$ cat config.mk
export PLATFORM = sky130hd
export DESIGN_NAME = bcd_alarm_clock_with_set_keys_top_flat
export DESIGN_NICKNAME = d
export VERILOG_FILES = /design/src/rtl/bac_pkg.sv /design/src/rtl/bac_if.sv /design/src/rtl/bcd_alarm_clock_with_set_keys_top.sv /design/src/flat_wrapper.sv
export VERILOG_INCLUDE_DIRS = /design/src /design/src/rtl
export SDC_FILE = /design/constraint.sdc
export NUM_CORES = 1
export LEC_CHECK = 0
export ABC_AREA = 1
export BUFFER_PORTS_ARGS = -buffer_cell sky130_fd_sc_hd__buf_4
export CAP_MARGIN = 20
export CORE_UTILIZATION = 45
export CTS_CLUSTER_DIAMETER = 100
export CTS_CLUSTER_SIZE = 14
export DETAILED_ROUTE_END_ITERATION = 8
export PLACE_DENSITY_LB_ADDON = 0.2
export SLEW_MARGIN = 40
export SYNTH_ARGS = -nofsm -noshare
export SYNTH_HDL_FRONTEND = slang
export SYNTH_SLANG_ARGS = --single-unit
export TNS_END_PERCENT = 30
$ cat constraint.sdc
create_clock -name clk_i -period 10.5 [get_ports clk_i]
set_clock_uncertainty 0.15 [all_clocks]
set_input_delay 1.575 -clock clk_i [delete_from_list [all_inputs] [get_ports clk_i]]
set_output_delay 1.575 -clock clk_i [all_outputs]
set_load 0.03 [all_outputs]
$ cat src/rtl/assert_macros.svh
// Assertion macros for the RTL files that carry checks.
// No dependencies; include by bare file name.
`ifndef ASSERT_MACROS_SVH
`define ASSERT_MACROS_SVH

// same-cycle implication, disabled while reset is asserted
`define BAC_ASSERT_NOW(label, clk, rst_n, ante, cons) \
  label: assert property (@(posedge clk) disable iff (!(rst_n)) (ante) |-> (cons)) \
    else $error("same-cycle check failed");

// next-cycle implication, disabled while reset is asserted
`define BAC_ASSERT_NEXT(label, clk, rst_n, ante, cons) \
  label: assert property (@(posedge clk) disable iff (!(rst_n)) (ante) |=> (cons)) \
    else $error("next-cycle check failed");

`endif

$ cat src/rtl/bac_pkg.sv
// Types and constants for the BCD alarm clock block.
// No dependencies; used by the channel interfaces and the top level.
package bac_pkg;

  typedef enum logic [2:0] {
    MODE_CLOCK        = 3'd0,
    MODE_HOUR         = 3'd1,
    MODE_MINUTE       = 3'd2,
    MODE_ALARM_HOUR   = 3'd3,
    MODE_ALARM_MINUTE = 3'd4,
    MODE_ALARM_EN     = 3'd5,
    MODE_AMPM         = 3'd6
  } bac_mode_e;

  localparam int unsigned KeyW = 3;
  localparam int unsigned TickW = 8;
  localparam logic [TickW-1:0] TicksPerSecondRst = 8'd10;

  typedef struct packed {
    logic [KeyW-1:0] key_levels;
  } bac_in_t;

  typedef struct packed {
    logic            display_update;
    logic [1:0]      shown_hour_tens;
    logic [3:0]      shown_hour_units;
    logic [2:0]      shown_minute_tens;
    logic [3:0]      shown_minute_units;
    logic            status_update;
    logic [2:0]      mode_out;
    logic            alarm_enable_out;
    logic            ampm_out;
    logic            buzzer_start;
    logic            buzzer_stop;
  } bac_out_t;

  typedef struct packed {
    logic [1:0] tens;
    logic [3:0] units;
  } bac_hour_t;

  typedef struct packed {
    logic [2:0] tens;
    logic [3:0] units;
  } bac_minute_t;

endpackage

$ cat src/rtl/bac_if.sv
// Valid/ready channel interfaces: input items, result items, rate register writes.
// Depends on bac_pkg for the payload types.
interface bac_in_if;
  import bac_pkg::*;
  logic    valid;
  logic    ready;
  bac_in_t data;
  modport source (output valid, output data, input ready);
  modport sink   (input valid, input data, output ready);
endinterface

interface bac_out_if;
  import bac_pkg::*;
  logic     valid;
  logic     ready;
  bac_out_t data;
  modport source (output valid, output data, input ready);
  modport sink   (input valid, input data, output ready);
endinterface

interface bac_cfg_if;
  import bac_pkg::*;
  logic             valid;
  logic             ready;
  logic [TickW-1:0] data;
  modport source (output valid, output data, input ready);
  modport sink   (input valid, input data, output ready);
endinterface

$ cat src/rtl/bcd_alarm_clock_with_set_keys_top.sv
// 24-hour BCD alarm clock with mode and adjust keys, one item per timer tick.
// Depends on bac_pkg, the channel interfaces in bac_if.sv and assert_macros.svh.

// One input item is one timer tick carrying the raw active-low key levels; each
// item yields exactly one result item. The block takes one item per clock cycle
// while the output is ready: an item is held in the input register, then a single
// pass of counter and compare logic updates the clock state and loads the result
// register, which offers the result on the output. Input ready follows output ready
// combinationally through the two registers. The rate register is written
// through its own channel, which is always ready; write it only while no items
// are in flight.
module bcd_alarm_clock_with_set_keys_top (
  input  logic      clk_i,
  input  logic      rst_ni,
  bac_in_if.sink    item_in_i,
  bac_out_if.source item_out_o,
  bac_cfg_if.sink   cfg_i
);
  import bac_pkg::*;
  `include "assert_macros.svh"

  // configuration
  logic [TickW-1:0] tps_q;

  // pipeline registers
  logic            in_v_q;
  logic [KeyW-1:0] keys_q;
  logic            out_v_q;
  bac_out_t        out_q, out_d;
  logic            adv, fire;

  // clock state
  logic [TickW-1:0] tick_q, tick_d;
  logic [3:0]  sec_u_q, sec_u_d;
  logic [2:0]  sec_t_q, sec_t_d;
  bac_minute_t min_q, min_d;
  bac_hour_t   hour_q, hour_d;
  bac_minute_t amin_q, amin_d;
  bac_hour_t   ahour_q, ahour_d;
  logic [2:0]  mark_q, mark_d;
  logic        ringing_q, ringing_d;
  logic        alarm_on_q, alarm_on_d;
  logic        ampm_q, ampm_d;
  bac_mode_e   mode_q, mode_d;
  logic [KeyW-1:0] prev_keys_q;

  function automatic bac_hour_t hour_step(bac_hour_t h);
    bac_hour_t r;
    r = h;
    r.units = h.units + 4'd1;
    if (r.units > 4'd9) begin
      r.units = 4'd0;
      r.tens  = h.tens + 2'd1;
      if (r.tens > 2'd2) r.tens = 2'd0;
    end
    if (r.tens == 2'd2 && r.units >= 4'd4) begin
      r.tens  = 2'd0;
      r.units = 4'd0;
    end
    return r;
  endfunction

  function automatic bac_minute_t minute_step(bac_minute_t m);
    bac_minute_t r;
    r = m;
    r.units = m.units + 4'd1;
    if (r.units > 4'd9) begin
      r.units = 4'd0;
      r.tens  = m.tens + 3'd1;
      if (r.tens > 3'd5) r.tens = 3'd0;
    end
    return r;
  endfunction

  assign adv  = !out_v_q || item_out_o.ready;
  assign fire = in_v_q && adv;

  assign item_in_i.ready  = !in_v_q || adv;
  assign item_out_o.valid = out_v_q;
  assign item_out_o.data  = out_q;
  assign cfg_i.ready      = 1'b1;

  always_comb begin
    logic redraw, bstart, bstop, changed;
    redraw     = 1'b0;
    bstart     = 1'b0;
    bstop      = 1'b0;
    tick_d     = tick_q + 8'd1;
    sec_u_d    = sec_u_q;
    sec_t_d    = sec_t_q;
    min_d      = min_q;
    hour_d     = hour_q;
    amin_d     = amin_q;
    ahour_d    = ahour_q;
    mark_d     = mark_q;
    ringing_d  = ringing_q;
    alarm_on_d = alarm_on_q;
    ampm_d     = ampm_q;
    mode_d     = mode_q;

    // one second passes
    if (tick_d >= tps_q) begin
      tick_d  = '0;
      sec_u_d = sec_u_q + 4'd1;
      if (sec_u_d >= 4'd10) begin
        sec_t_d = sec_t_q + 3'd1;
        sec_u_d = 4'd0;
      end
      if (sec_t_d >= 3'd6) begin
        min_d.units = min_q.units + 4'd1;
        sec_t_d     = 3'd0;
        redraw      = 1'b1;
      end
      if (min_d.units >= 4'd10) begin
        min_d.tens  = min_q.tens + 3'd1;
        min_d.units = 4'd0;
      end
      if (min_d.tens >= 3'd6) begin
        hour_d.units = hour_q.units + 4'd1;
        min_d.tens   = 3'd0;
      end
      if (hour_d.units >= 4'd10) begin
        hour_d.tens  = hour_q.tens + 2'd1;
        hour_d.units = 4'd0;
      end
      if (hour_d.tens == 2'd2 && hour_d.units >= 4'd4) begin
        hour_d.tens  = 2'd0;
        hour_d.units = 4'd0;
      end

      // buzzer sounds from units 1 until tens has moved up by one
      if (ringing_q) begin
        if (sec_u_d == 4'd1) begin
          bstart = 1'b1;
          mark_d = sec_t_d;
        end
        if ({1'b0, sec_t_d} == {1'b0, mark_d} + 4'd1 && sec_u_d == 4'd0) begin
          ringing_d = 1'b0;
          bstop     = 1'b1;
        end
      end
      if (alarm_on_q && hour_d == ahour_q && min_d == amin_q &&
          sec_t_d == 3'd0 && sec_u_d == 4'd0) begin
        ringing_d = 1'b1;
        mark_d    = 3'd0;
      end
    end

    changed = keys_q != prev_keys_q;
    if (changed) begin
      // mode key first, then adjust acts in the new mode
      if (!keys_q[0]) begin
        if (mode_q == MODE_MINUTE || mode_q == MODE_ALARM_MINUTE) redraw = 1'b1;
        unique case (mode_q)
          MODE_CLOCK:        mode_d = MODE_HOUR;
          MODE_HOUR:         mode_d = MODE_MINUTE;
          MODE_MINUTE:       mode_d = MODE_ALARM_HOUR;
          MODE_ALARM_HOUR:   mode_d = MODE_ALARM_MINUTE;
          MODE_ALARM_MINUTE: mode_d = MODE_ALARM_EN;
          MODE_ALARM_EN:     mode_d = MODE_AMPM;
          default:           mode_d = MODE_CLOCK;
        endcase
      end
      if (!keys_q[1]) begin
        unique case (mode_d)
          MODE_CLOCK: ringing_d = 1'b1;
          MODE_HOUR: begin
            redraw = 1'b1;
            hour_d = hour_step(hour_d);
          end
          MODE_MINUTE: begin
            redraw = 1'b1;
            min_d  = minute_step(min_d);
          end
          MODE_ALARM_HOUR: begin
            redraw  = 1'b1;
            ahour_d = hour_step(ahour_q);
          end
          MODE_ALARM_MINUTE: begin
            redraw = 1'b1;
            amin_d = minute_step(amin_q);
          end
          MODE_ALARM_EN: alarm_on_d = !alarm_on_q;
          MODE_AMPM:     ampm_d     = !ampm_q;
          default: ;
        endcase
      end
    end

    out_d                    = '0;
    out_d.display_update     = redraw;
    if (redraw) begin
      if (mode_d == MODE_ALARM_HOUR || mode_d == MODE_ALARM_MINUTE) begin
        out_d.shown_hour_tens    = ahour_d.tens;
        out_d.shown_hour_units   = ahour_d.units;
        out_d.shown_minute_tens  = amin_d.tens;
        out_d.shown_minute_units = amin_d.units;
      end else begin
        out_d.shown_hour_tens    = hour_d.tens;
        out_d.shown_hour_units   = hour_d.units;
        out_d.shown_minute_tens  = min_d.tens;
        out_d.shown_minute_units = min_d.units;
      end
    end
    out_d.status_update    = changed;
    out_d.mode_out         = mode_d;
    out_d.alarm_enable_out = alarm_on_d;
    out_d.ampm_out         = ampm_d;
    out_d.buzzer_start     = bstart;
    out_d.buzzer_stop      = bstop;
  end

  always_ff @(posedge clk_i or negedge rst_ni) begin
    if (!rst_ni) begin
      tps_q       <= TicksPerSecondRst;
      in_v_q      <= 1'b0;
      out_v_q     <= 1'b0;
      tick_q      <= '0;
      sec_u_q     <= 4'd0;
      sec_t_q     <= 3'd0;
      min_q       <= '{tens: 3'd1, units: 4'd4};
      hour_q      <= '{tens: 2'd2, units: 4'd0};
      amin_q      <= '{tens: 3'd0, units: 4'd1};
      ahour_q     <= '{tens: 2'd2, units: 4'd3};
      mark_q      <= 3'd0;
      ringing_q   <= 1'b0;
      alarm_on_q  <= 1'b1;
      ampm_q      <= 1'b1;
      mode_q      <= MODE_CLOCK;
      prev_keys_q <= '0;
    end else begin
      if (cfg_i.valid) tps_q <= cfg_i.data;
      if (item_in_i.ready) in_v_q <= item_in_i.valid;
      if (adv) out_v_q <= in_v_q;
      if (fire) begin
        tick_q      <= tick_d;
        sec_u_q     <= sec_u_d;
        sec_t_q     <= sec_t_d;
        min_q       <= min_d;
        hour_q      <= hour_d;
        amin_q      <= amin_d;
        ahour_q     <= ahour_d;
        mark_q      <= mark_d;
        ringing_q   <= ringing_d;
        alarm_on_q  <= alarm_on_d;
        ampm_q      <= ampm_d;
        mode_q      <= mode_d;
        prev_keys_q <= keys_q;
      end
    end
  end

  // payload registers
  always_ff @(posedge clk_i) begin
    if (item_in_i.ready && item_in_i.valid) keys_q <= item_in_i.data.key_levels;
    if (fire) out_q <= out_d;
  end

  `BAC_ASSERT_NEXT(a_fire_loads_out, clk_i, rst_ni, fire, out_v_q)
  `BAC_ASSERT_NOW(a_buzzer_exclusive, clk_i, rst_ni, out_v_q,
                  !(out_q.buzzer_start && out_q.buzzer_stop))
  `BAC_ASSERT_NOW(a_digits_blank, clk_i, rst_ni, out_v_q && !out_q.display_update,
                  out_q.shown_hour_units == 4'd0 && out_q.shown_minute_units == 4'd0)
  `BAC_ASSERT_NOW(a_time_in_range, clk_i, rst_ni, 1'b1,
                  sec_t_q <= 3'd5 && sec_u_q <= 4'd9 && min_q.tens <= 3'd5)

endmodule
$ cat src/flat_wrapper.sv
// flat-port wrapper written by rule: the top's interface ports become plain ports
module bcd_alarm_clock_with_set_keys_top_flat import bac_pkg::*;
  (clk_i, rst_ni, item_in_i_valid, item_in_i_data, item_in_i_ready, item_out_o_valid, item_out_o_data, item_out_o_ready, cfg_i_valid, cfg_i_data, cfg_i_ready);
  bac_in_if item_in_i_i ();
  bac_out_if item_out_o_i ();
  bac_cfg_if cfg_i_i ();
  input  logic clk_i;
  input  logic rst_ni;
  input wire logic [$bits(item_in_i_i.valid)-1:0] item_in_i_valid;
  input wire logic [$bits(item_in_i_i.data)-1:0] item_in_i_data;
  output wire logic [$bits(item_in_i_i.ready)-1:0] item_in_i_ready;
  output wire logic [$bits(item_out_o_i.valid)-1:0] item_out_o_valid;
  output wire logic [$bits(item_out_o_i.data)-1:0] item_out_o_data;
  input wire logic [$bits(item_out_o_i.ready)-1:0] item_out_o_ready;
  input wire logic [$bits(cfg_i_i.valid)-1:0] cfg_i_valid;
  input wire logic [$bits(cfg_i_i.data)-1:0] cfg_i_data;
  output wire logic [$bits(cfg_i_i.ready)-1:0] cfg_i_ready;
  assign item_in_i_i.valid = item_in_i_valid;
  assign item_in_i_i.data = item_in_i_data;
  assign item_in_i_ready = item_in_i_i.ready;
  assign item_out_o_valid = item_out_o_i.valid;
  assign item_out_o_data = item_out_o_i.data;
  assign item_out_o_i.ready = item_out_o_ready;
  assign cfg_i_i.valid = cfg_i_valid;
  assign cfg_i_i.data = cfg_i_data;
  assign cfg_i_ready = cfg_i_i.ready;
  bcd_alarm_clock_with_set_keys_top u_core (.clk_i(clk_i), .rst_ni(rst_ni), .item_in_i(item_in_i_i), .item_out_o(item_out_o_i), .cfg_i(cfg_i_i));
endmodule
==> flow_summary_export.csv, run 1 <==
group,metric,value,unit
logic_synthesis,synth-simple-area-share,0.274,
pwr,total_leakage_power,3.36,nW
placement,pre_cts_ws,5.52,ns
sta,rsz0062_at_grt,"no",
clock_network,post_cts_buffers,0,
logic_synthesis,synth_top_family_by_area,"simple AND/OR/NAND/NOR gates",
global_route,grt_pass1_wl,23.6,mm
pwr,p_comb_frac,0.582,
sta,finalCritPeriodShare,0.479,
critical_path,cp.depth,22,
floorplanning,core-area,13200,sq um
layout,final_area,6850,sq um
route,routed.top_layer,"met4",
floorplanning,die_w,119,um
route,remaining_drc_errors,0,
layout,syn_to_final_growth,11.8,%
clock_network,ctsHoldBuffers,0,
route,dr_wl_met3,500,um
critical_path,endpoint_kind,"flip-flop",
layout,nNetsFinal,878,
logic_synthesis,avgSynthCellArea,7.67,sq um
layout,final_cell_mix,"nand2_1, inv_1, o21ai_0, nand3_1, dfrtp_1",
pwr,intPower,1.09,mW
logic_synthesis,yosys_register_bits,88,
pwr,swShare,0.497,
worst_hold_path,holdPathStages,2,
critical_path,r2r-end,"u_core.item_out_o.data[14]$_SDFFCE_PN0P_",
sta,min_period,5.03,ns
global_route,grt.overflow.total,0,
floorplanning,ios,41,
critical_path,startpoint_type,"flip-flop",
clock_network,clkSinkCount,88,
floorplanning,die_y,119,um
floorplanning,start_util,0.463,
sta,fmax,0.199,GHz
layout,drive_above_1_share,0.150,
clock_network,clockBufferDepth,2,
layout,fin_util,0.517,
logic_synthesis,syn_area,6130,sq um
floorplanning,std_cell_rows,42,
critical_path,endpoint,"u_core.item_out_o.data[14]$_SDFFCE_PN0P_",
pwr,seq_power_share,0.269,
logic_synthesis,synthCells,799,
critical_path,reg2reg_depth,22,
logic_synthesis,synth_xor_area_frac,0.0543,
sta,tightest_slew,0.781,ns
critical_path,worstSetupStartpoint,"u_core.tick_q[0]$_DFFE_PN0P_",
route,wl,13.9,mm
logic_synthesis,yosysUniqueCellTypes,51,
floorplanning,dieArea,14100,sq um
sta,worst_slew_margin_rel,0.480,
flow_run,max-cap-violations,0,
critical_path,cp_cell_sequence,"inv_1 > nor3_1 > nand3_1 > nor2_1 > nand2_1 > xor2_1 > inv_1 > ha_1 > a21oi_1 > o21a_1 > nand3_2 > o21ai_0 > inv_1 > ha_1 > inv_1 > nor2_1 > o21ai_0 > nand2_1 > nor3_1 > o21ai_0 > o211ai_1 > inv_1",
clock_network,cts_tree,"built",
sta,worst_slack,5.47,ns
clock_network,htree_num_levels,3,
logic_synthesis,syn_nets,844,
pwr,irDropWorstVdd,101,uV
critical_path,worstPathMaxFanout,26,
logic_synthesis,synth_warnings,0,
critical_path,cp.arrival,5.00,ns
placement,placed_cell_area,6560,sq um
route,dr.pass1.iters,4,
clock_network,clk_latency,0.36,ns
outcome,status,"finished clean",
pwr,pwr-share-clk,0.149,
route,via_per_inst,5.10,
critical_path,crit_buf_inv,5,
layout,final_common_cell,"nand2_1",
layout,num_antenna_cells,0,
logic_synthesis,synth-compound-area-share,0.132,
worst_hold_path,min-delay-start,"u_core.ampm_q$_DFFE_PN1P_",
route,wl_met2,6.55,mm
critical_path,critPathTopFamily,"simple AND/OR/NAND/NOR gates",
pwr,powerDensity,317,nW/um^2
logic_synthesis,synth-edff-count,25,
critical_path,required,10.46,ns
placement,placement.io_buffers,39,
clock_network,numCtsBuffers,9,
clock_network,cts_resized,0,
critical_path,reg2reg_from,"u_core.tick_q[0]$_DFFE_PN0P_",
route,m1WireLength,6.46,mm
critical_path,max_stage_delay,0.59,ns
global_route,antenna_found_initial,0,
clock_network,clock-root-buffer,"clkbuf_16",
sta,finalHoldViolations,0,
route,vias,5168,
sta,slew_violations,0,
sta,setup_viol,0,
pwr,switchingPower,1.08,mW
route,drt_iter0_markers,302,
global_route,grt_pass1_vias,4939,
worst_hold_path,hold_path_class,"reg -> reg",
global_route,grt.total_usage,0.213,
critical_path,reg2reg_setup_slack,5.47,ns
sta,fin_tns_setup,0,ns
global_route,grt_max_degree,75,
logic_synthesis,synth-adder-area-share,0.0592,
logic_synthesis,yosys_most_used_dff,"dfrtp_1",
logic_synthesis,synth_async_sr_flop_share,0.716,
clock_network,clk_pin_slew,0.06,ns
placement,gp_congestion,0.870,
logic_synthesis,ys_seq_area_frac,0.382,
critical_path,cp_common_cell,"inv_1",
route,routedWlPerCell,13.7,um
critical_path,slowest_stage,"o21ai_0",
route,final_antenna_net_count,0,
placement,dp_hpwl,10.1,mm
critical_path,criticalPathCategory,"reg -> reg",
logic_synthesis,synth.mux.area_fraction,0.00184,
-- worst min-delay path, cell delays in order, from the launching register on --
cell	delay (ns)
dfstp_2	0.37
nand2_1	0.05
nand2_1	0.05
-- cell type report --
type | instances | area [sq um]
tap | 176 | 220
sequential | 88 | 2340
fill | 1261 | 6390
clock inverter | 4 | 26.3
clock buffer | 12 | 268
timing repair buffer | 41 | 312
multi-input combinational | 565 | 3200
inverter | 128 | 483
-- metal layers --
metal | vias up | GRT usage
li1 | 2654 | -
met1 | 2391 | 0.273
met2 | 97 | 0.350
met3 | 26 | 0.0338
met4 | 0 | 0.101
met5 | - | 0
-- sequential cells by signal, summed over array words and instances (netlist names), 4 cells and up --
signal / flops
u_core.ahour_q: 6
u_core.amin_q: 7
u_core.tick_q: 8
u_core.min_q: 7
u_core.tps_q: 8
u_core.hour_q: 6
u_core.sec_u_q: 4
u_core.item_out_o.data: 22
-- power groups by stage --
stage	clock network [mW]	logic, mW	registers, mW
floorplan	0	0.942	0.629
global placement	0	1.23	0.585
detailed placement	0	1.26	0.589
CTS	0.330	1.27	0.583
global route	0.343	1.44	0.598
finish	0.323	1.26	0.584
-- worst min path at each step --
stage / slack (ns) / end
floorplan: 0.30 / u_core.ampm_q$_DFFE_PN1P_
detailed placement: 0.31 / u_core.ampm_q$_DFFE_PN1P_
CTS: 0.33 / u_core.ampm_q$_DFFE_PN1P_
global route: 0.35 / u_core.ampm_q$_DFFE_PN1P_
finish: 0.32 / u_core.ampm_q$_DFFE_PN1P_
global placement: 0.31 / u_core.ampm_q$_DFFE_PN1P_
-- kinds of logic (layout without fill, tap and decap cells) --
kind of cell / Yosys count / after routing
DFF: 88 / 88
and+or+nand+nor: 352 / 352
AOI/OAI and AO/OA: 144 / 144
adders and majority gates: 29 / 29
other: 1 / 1
muxes: 1 / 1
xor gates and xnor gates: 38 / 38
buffers and inverters: 146 / 185
-- cell usage after synthesis (14+ instances only) --
master | n | area share
xnor2_1 | 14 | 0.020
dfrtp_1 | 52 | 0.21
nand3_1 | 56 | 0.046
a21oi_1 | 14 | 0.011
nor2_1 | 46 | 0.028
nand2_1 | 182 | 0.11
xor2_1 | 24 | 0.034
inv_1 | 122 | 0.075
ha_1 | 29 | 0.059
o21ai_0 | 96 | 0.078
nand2_2 | 23 | 0.023
edfxtp_1 | 25 | 0.12
-- through the flow --
stage / instances / hold slack (ns) / total power [mW]
after global routing: 1014 / 0.348 / 2.38
final: 1014 / 0.323 / 2.17
after floorplan: 799 / 0.305 / 1.57
after detailed placement: 998 / 0.315 / 1.85
after global placement: 998 / 0.315 / 1.82
after CTS: 1014 / 0.326 / 2.18
(Power assumes the default switching activity.)
==> inputs of run 2 (changes only) <==
Clock period 10.5 ns to 5.3 ns, I/O delays scaled along.
==> run 2 against run 1 <==
Combinational power rose by 100%. Non-clock buffer count rose by 2. Final area rose by 0.55%. Via count rose by 1.2%. First-iteration DRC count rose by 13%. Largest power group unchanged. Highest routed layer unchanged.
==> flow_summary_export.csv, run 2 (synthesis gave the netlist of run 1 again) <==
group,metric,value,unit
floorplanning,core-area,13200,sq um
sta,min_period,4.63,ns
sta,setup_viol,0,
sta,fmax,0.216,GHz
critical_path,startpoint_type,"flip-flop",
clock_network,clk_pin_slew,0.07,ns
placement,gp_congestion,0.915,
flow_run,max-cap-violations,0,
global_route,grt_max_degree,75,
layout,num_antenna_cells,0,
clock_network,htree_num_levels,3,
route,drt_iter0_markers,341,
layout,drive_above_1_share,0.152,
global_route,grt.overflow.total,0,
global_route,antenna_found_initial,0,
layout,register_area,2340,sq um
placement,placement.io_buffers,39,
critical_path,r2r-end,"u_core.item_out_o.data[19]$_SDFFCE_PN0P_",
route,dr.pass1.iters,5,
critical_path,required,5.25,ns
clock_network,numCtsBuffers,9,
pwr,total_leakage_power,3.38,nW
global_route,grt_pass1_vias,5048,
critical_path,reg2reg_setup_slack,0.67,ns
layout,multi_input_area,3200,sq um
floorplanning,ios,41,
layout,syn_to_final_growth,12.4,%
outcome,status,"finished clean",
floorplanning,die_y,119,um
floorplanning,die_w,119,um
critical_path,slowest_stage,"dfrtp_1",
pwr,powerDensity,635,nW/um^2
critical_path,criticalPathCategory,"reg -> reg",
layout,final_cell_mix,"nand2_1, inv_1, o21ai_0, nand3_1, dfrtp_1",
route,routedWlPerCell,13.7,um
layout,final_common_cell,"nand2_1",
route,final_antenna_net_count,0,
pwr,finalPower,4.37,mW
sta,slew_violations,0,
layout,nNetsFinal,880,
sta,finalCritPeriodShare,0.873,
critical_path,endpoint_kind,"flip-flop",
sta,hold_slack,0.265,ns
placement,dp_hpwl,10.4,mm
clock_network,cts_tree,"built",
clock_network,clkSinkCount,88,
sta,worst_slack,0.675,ns
floorplanning,std_cell_rows,42,
sta,worst_slew_margin_rel,0.489,
critical_path,reg2reg_from,"u_core.sec_u_q[0]$_DFFE_PN0P_",
global_route,grt.total_usage,0.215,
critical_path,cp.arrival,4.57,ns
critical_path,cp_common_cell,"nand2_4",
placement,placed_cell_area,6570,sq um
sta,tightest_slew,0.767,ns
critical_path,max_stage_delay,0.44,ns
worst_hold_path,hold_path_class,"in -> async",
sta,rsz0062_at_grt,"no",
route,remaining_drc_errors,0,
layout,n_fill_cell,1289,
floorplanning,dieArea,14100,sq um
sta,finalHoldViolations,0,
route,vias,5229,
layout,stdcell_count,1016,
layout,largest_reg_flops,22,
clock_network,clock-root-buffer,"clkbuf_16",
floorplanning,start_util,0.463,
layout,fin_util,0.520,
layout,final_area,6890,sq um
critical_path,reg2reg_depth,31,
critical_path,worstPathMaxFanout,7,
placement,pre_cts_ws,0.564,ns
placement,place_inst,1000,
clock_network,clockBufferDepth,2,
sta,fin_tns_setup,0,ns
clock_network,post_cts_buffers,0,
route,via_per_inst,5.15,
pwr,irDropWorstVdd,230,uV
route,wl,13.9,mm
global_route,grt_pass1_wl,24.0,mm
clock_network,clk_latency,0.35,ns
-- run 2: changes by cell type in the layout (fill, tap and decap cells not counted) --
cell / previous run / this run
nand3_1: 55 / 56
nor3_1: 7 / 6
clkinvlp_4: 1 / 0
nand3_2: 8 / 7
bufinv_16: 0 / 1
nor3_2: 0 / 1
buf_4: 40 / 42
-- run 2: metal layers --
layer,GRT usage,wire length (um),vias up
met5,0,0,-
met4,0.0981,396,0
met3,0.0323,496,28
met2,0.344,6370,108
met1,0.285,6660,2434
li1,-,-,2659
-- run 2: worst max path at each step --
| stage | start | endpoint | slack [ns] | depth (start not counted) |
|---|---|---|---|---|
| 3_5_place_dp | u_core.tick_q[2]$_DFFE_PN0P_ | u_core.item_out_o.data[14]$_SDFFCE_PN0P_ | 0.56 | 25 |
| 3_3_place_gp | u_core.sec_u_q[0]$_DFFE_PN0P_ | u_core.item_out_o.data[19]$_SDFFCE_PN0P_ | 0.78 | 31 |
| 5_1_grt | u_core.tick_q[2]$_DFFE_PN0P_ | u_core.item_out_o.data[12]$_SDFFCE_PN0P_ | 0.12 | 25 |
| 6_report | u_core.sec_u_q[0]$_DFFE_PN0P_ | u_core.item_out_o.data[19]$_SDFFCE_PN0P_ | 0.67 | 31 |
| 2_1_floorplan | u_core.tick_q[2]$_DFFE_PN0P_ | u_core.item_out_o.data[14]$_SDFFCE_PN0P_ | 1.24 | 22 |
| 4_1_cts | u_core.tick_q[2]$_DFFE_PN0P_ | u_core.item_out_o.data[14]$_SDFFCE_PN0P_ | 0.53 | 25 |
-- run 2: critical path, delay by kind of cell, from the launching register on --
kind | cells | cell delay (ns)
compound gates | 4 | 0.93
fa+ha+maj | 2 | 0.52
simple gates | 19 | 1.93
flops | 1 | 0.44
buf+inv | 6 | 0.40
-- run 2: power breakdown --
group	internal (mW)	switching, mW
logic	0.840	1.70
clock network	0.407	0.266
registers	0.977	0.186
-- run 2: area by class of cell --
type                            instances  area share
Clock buffer                           12      0.0389
Clock inverter                          4     0.00709
Inverter                              128      0.0701
Multi-Input combinational cell        565       0.465
Sequential cell                        88       0.340
Tap cell                              176      0.0320
Timing Repair Buffer                   43      0.0474
-- run 2: what timing repair did --
action                                  CTS  global route
hold buffers                              0             0
endpoints found under the setup margin    0             4
gates resized for setup                   0             1
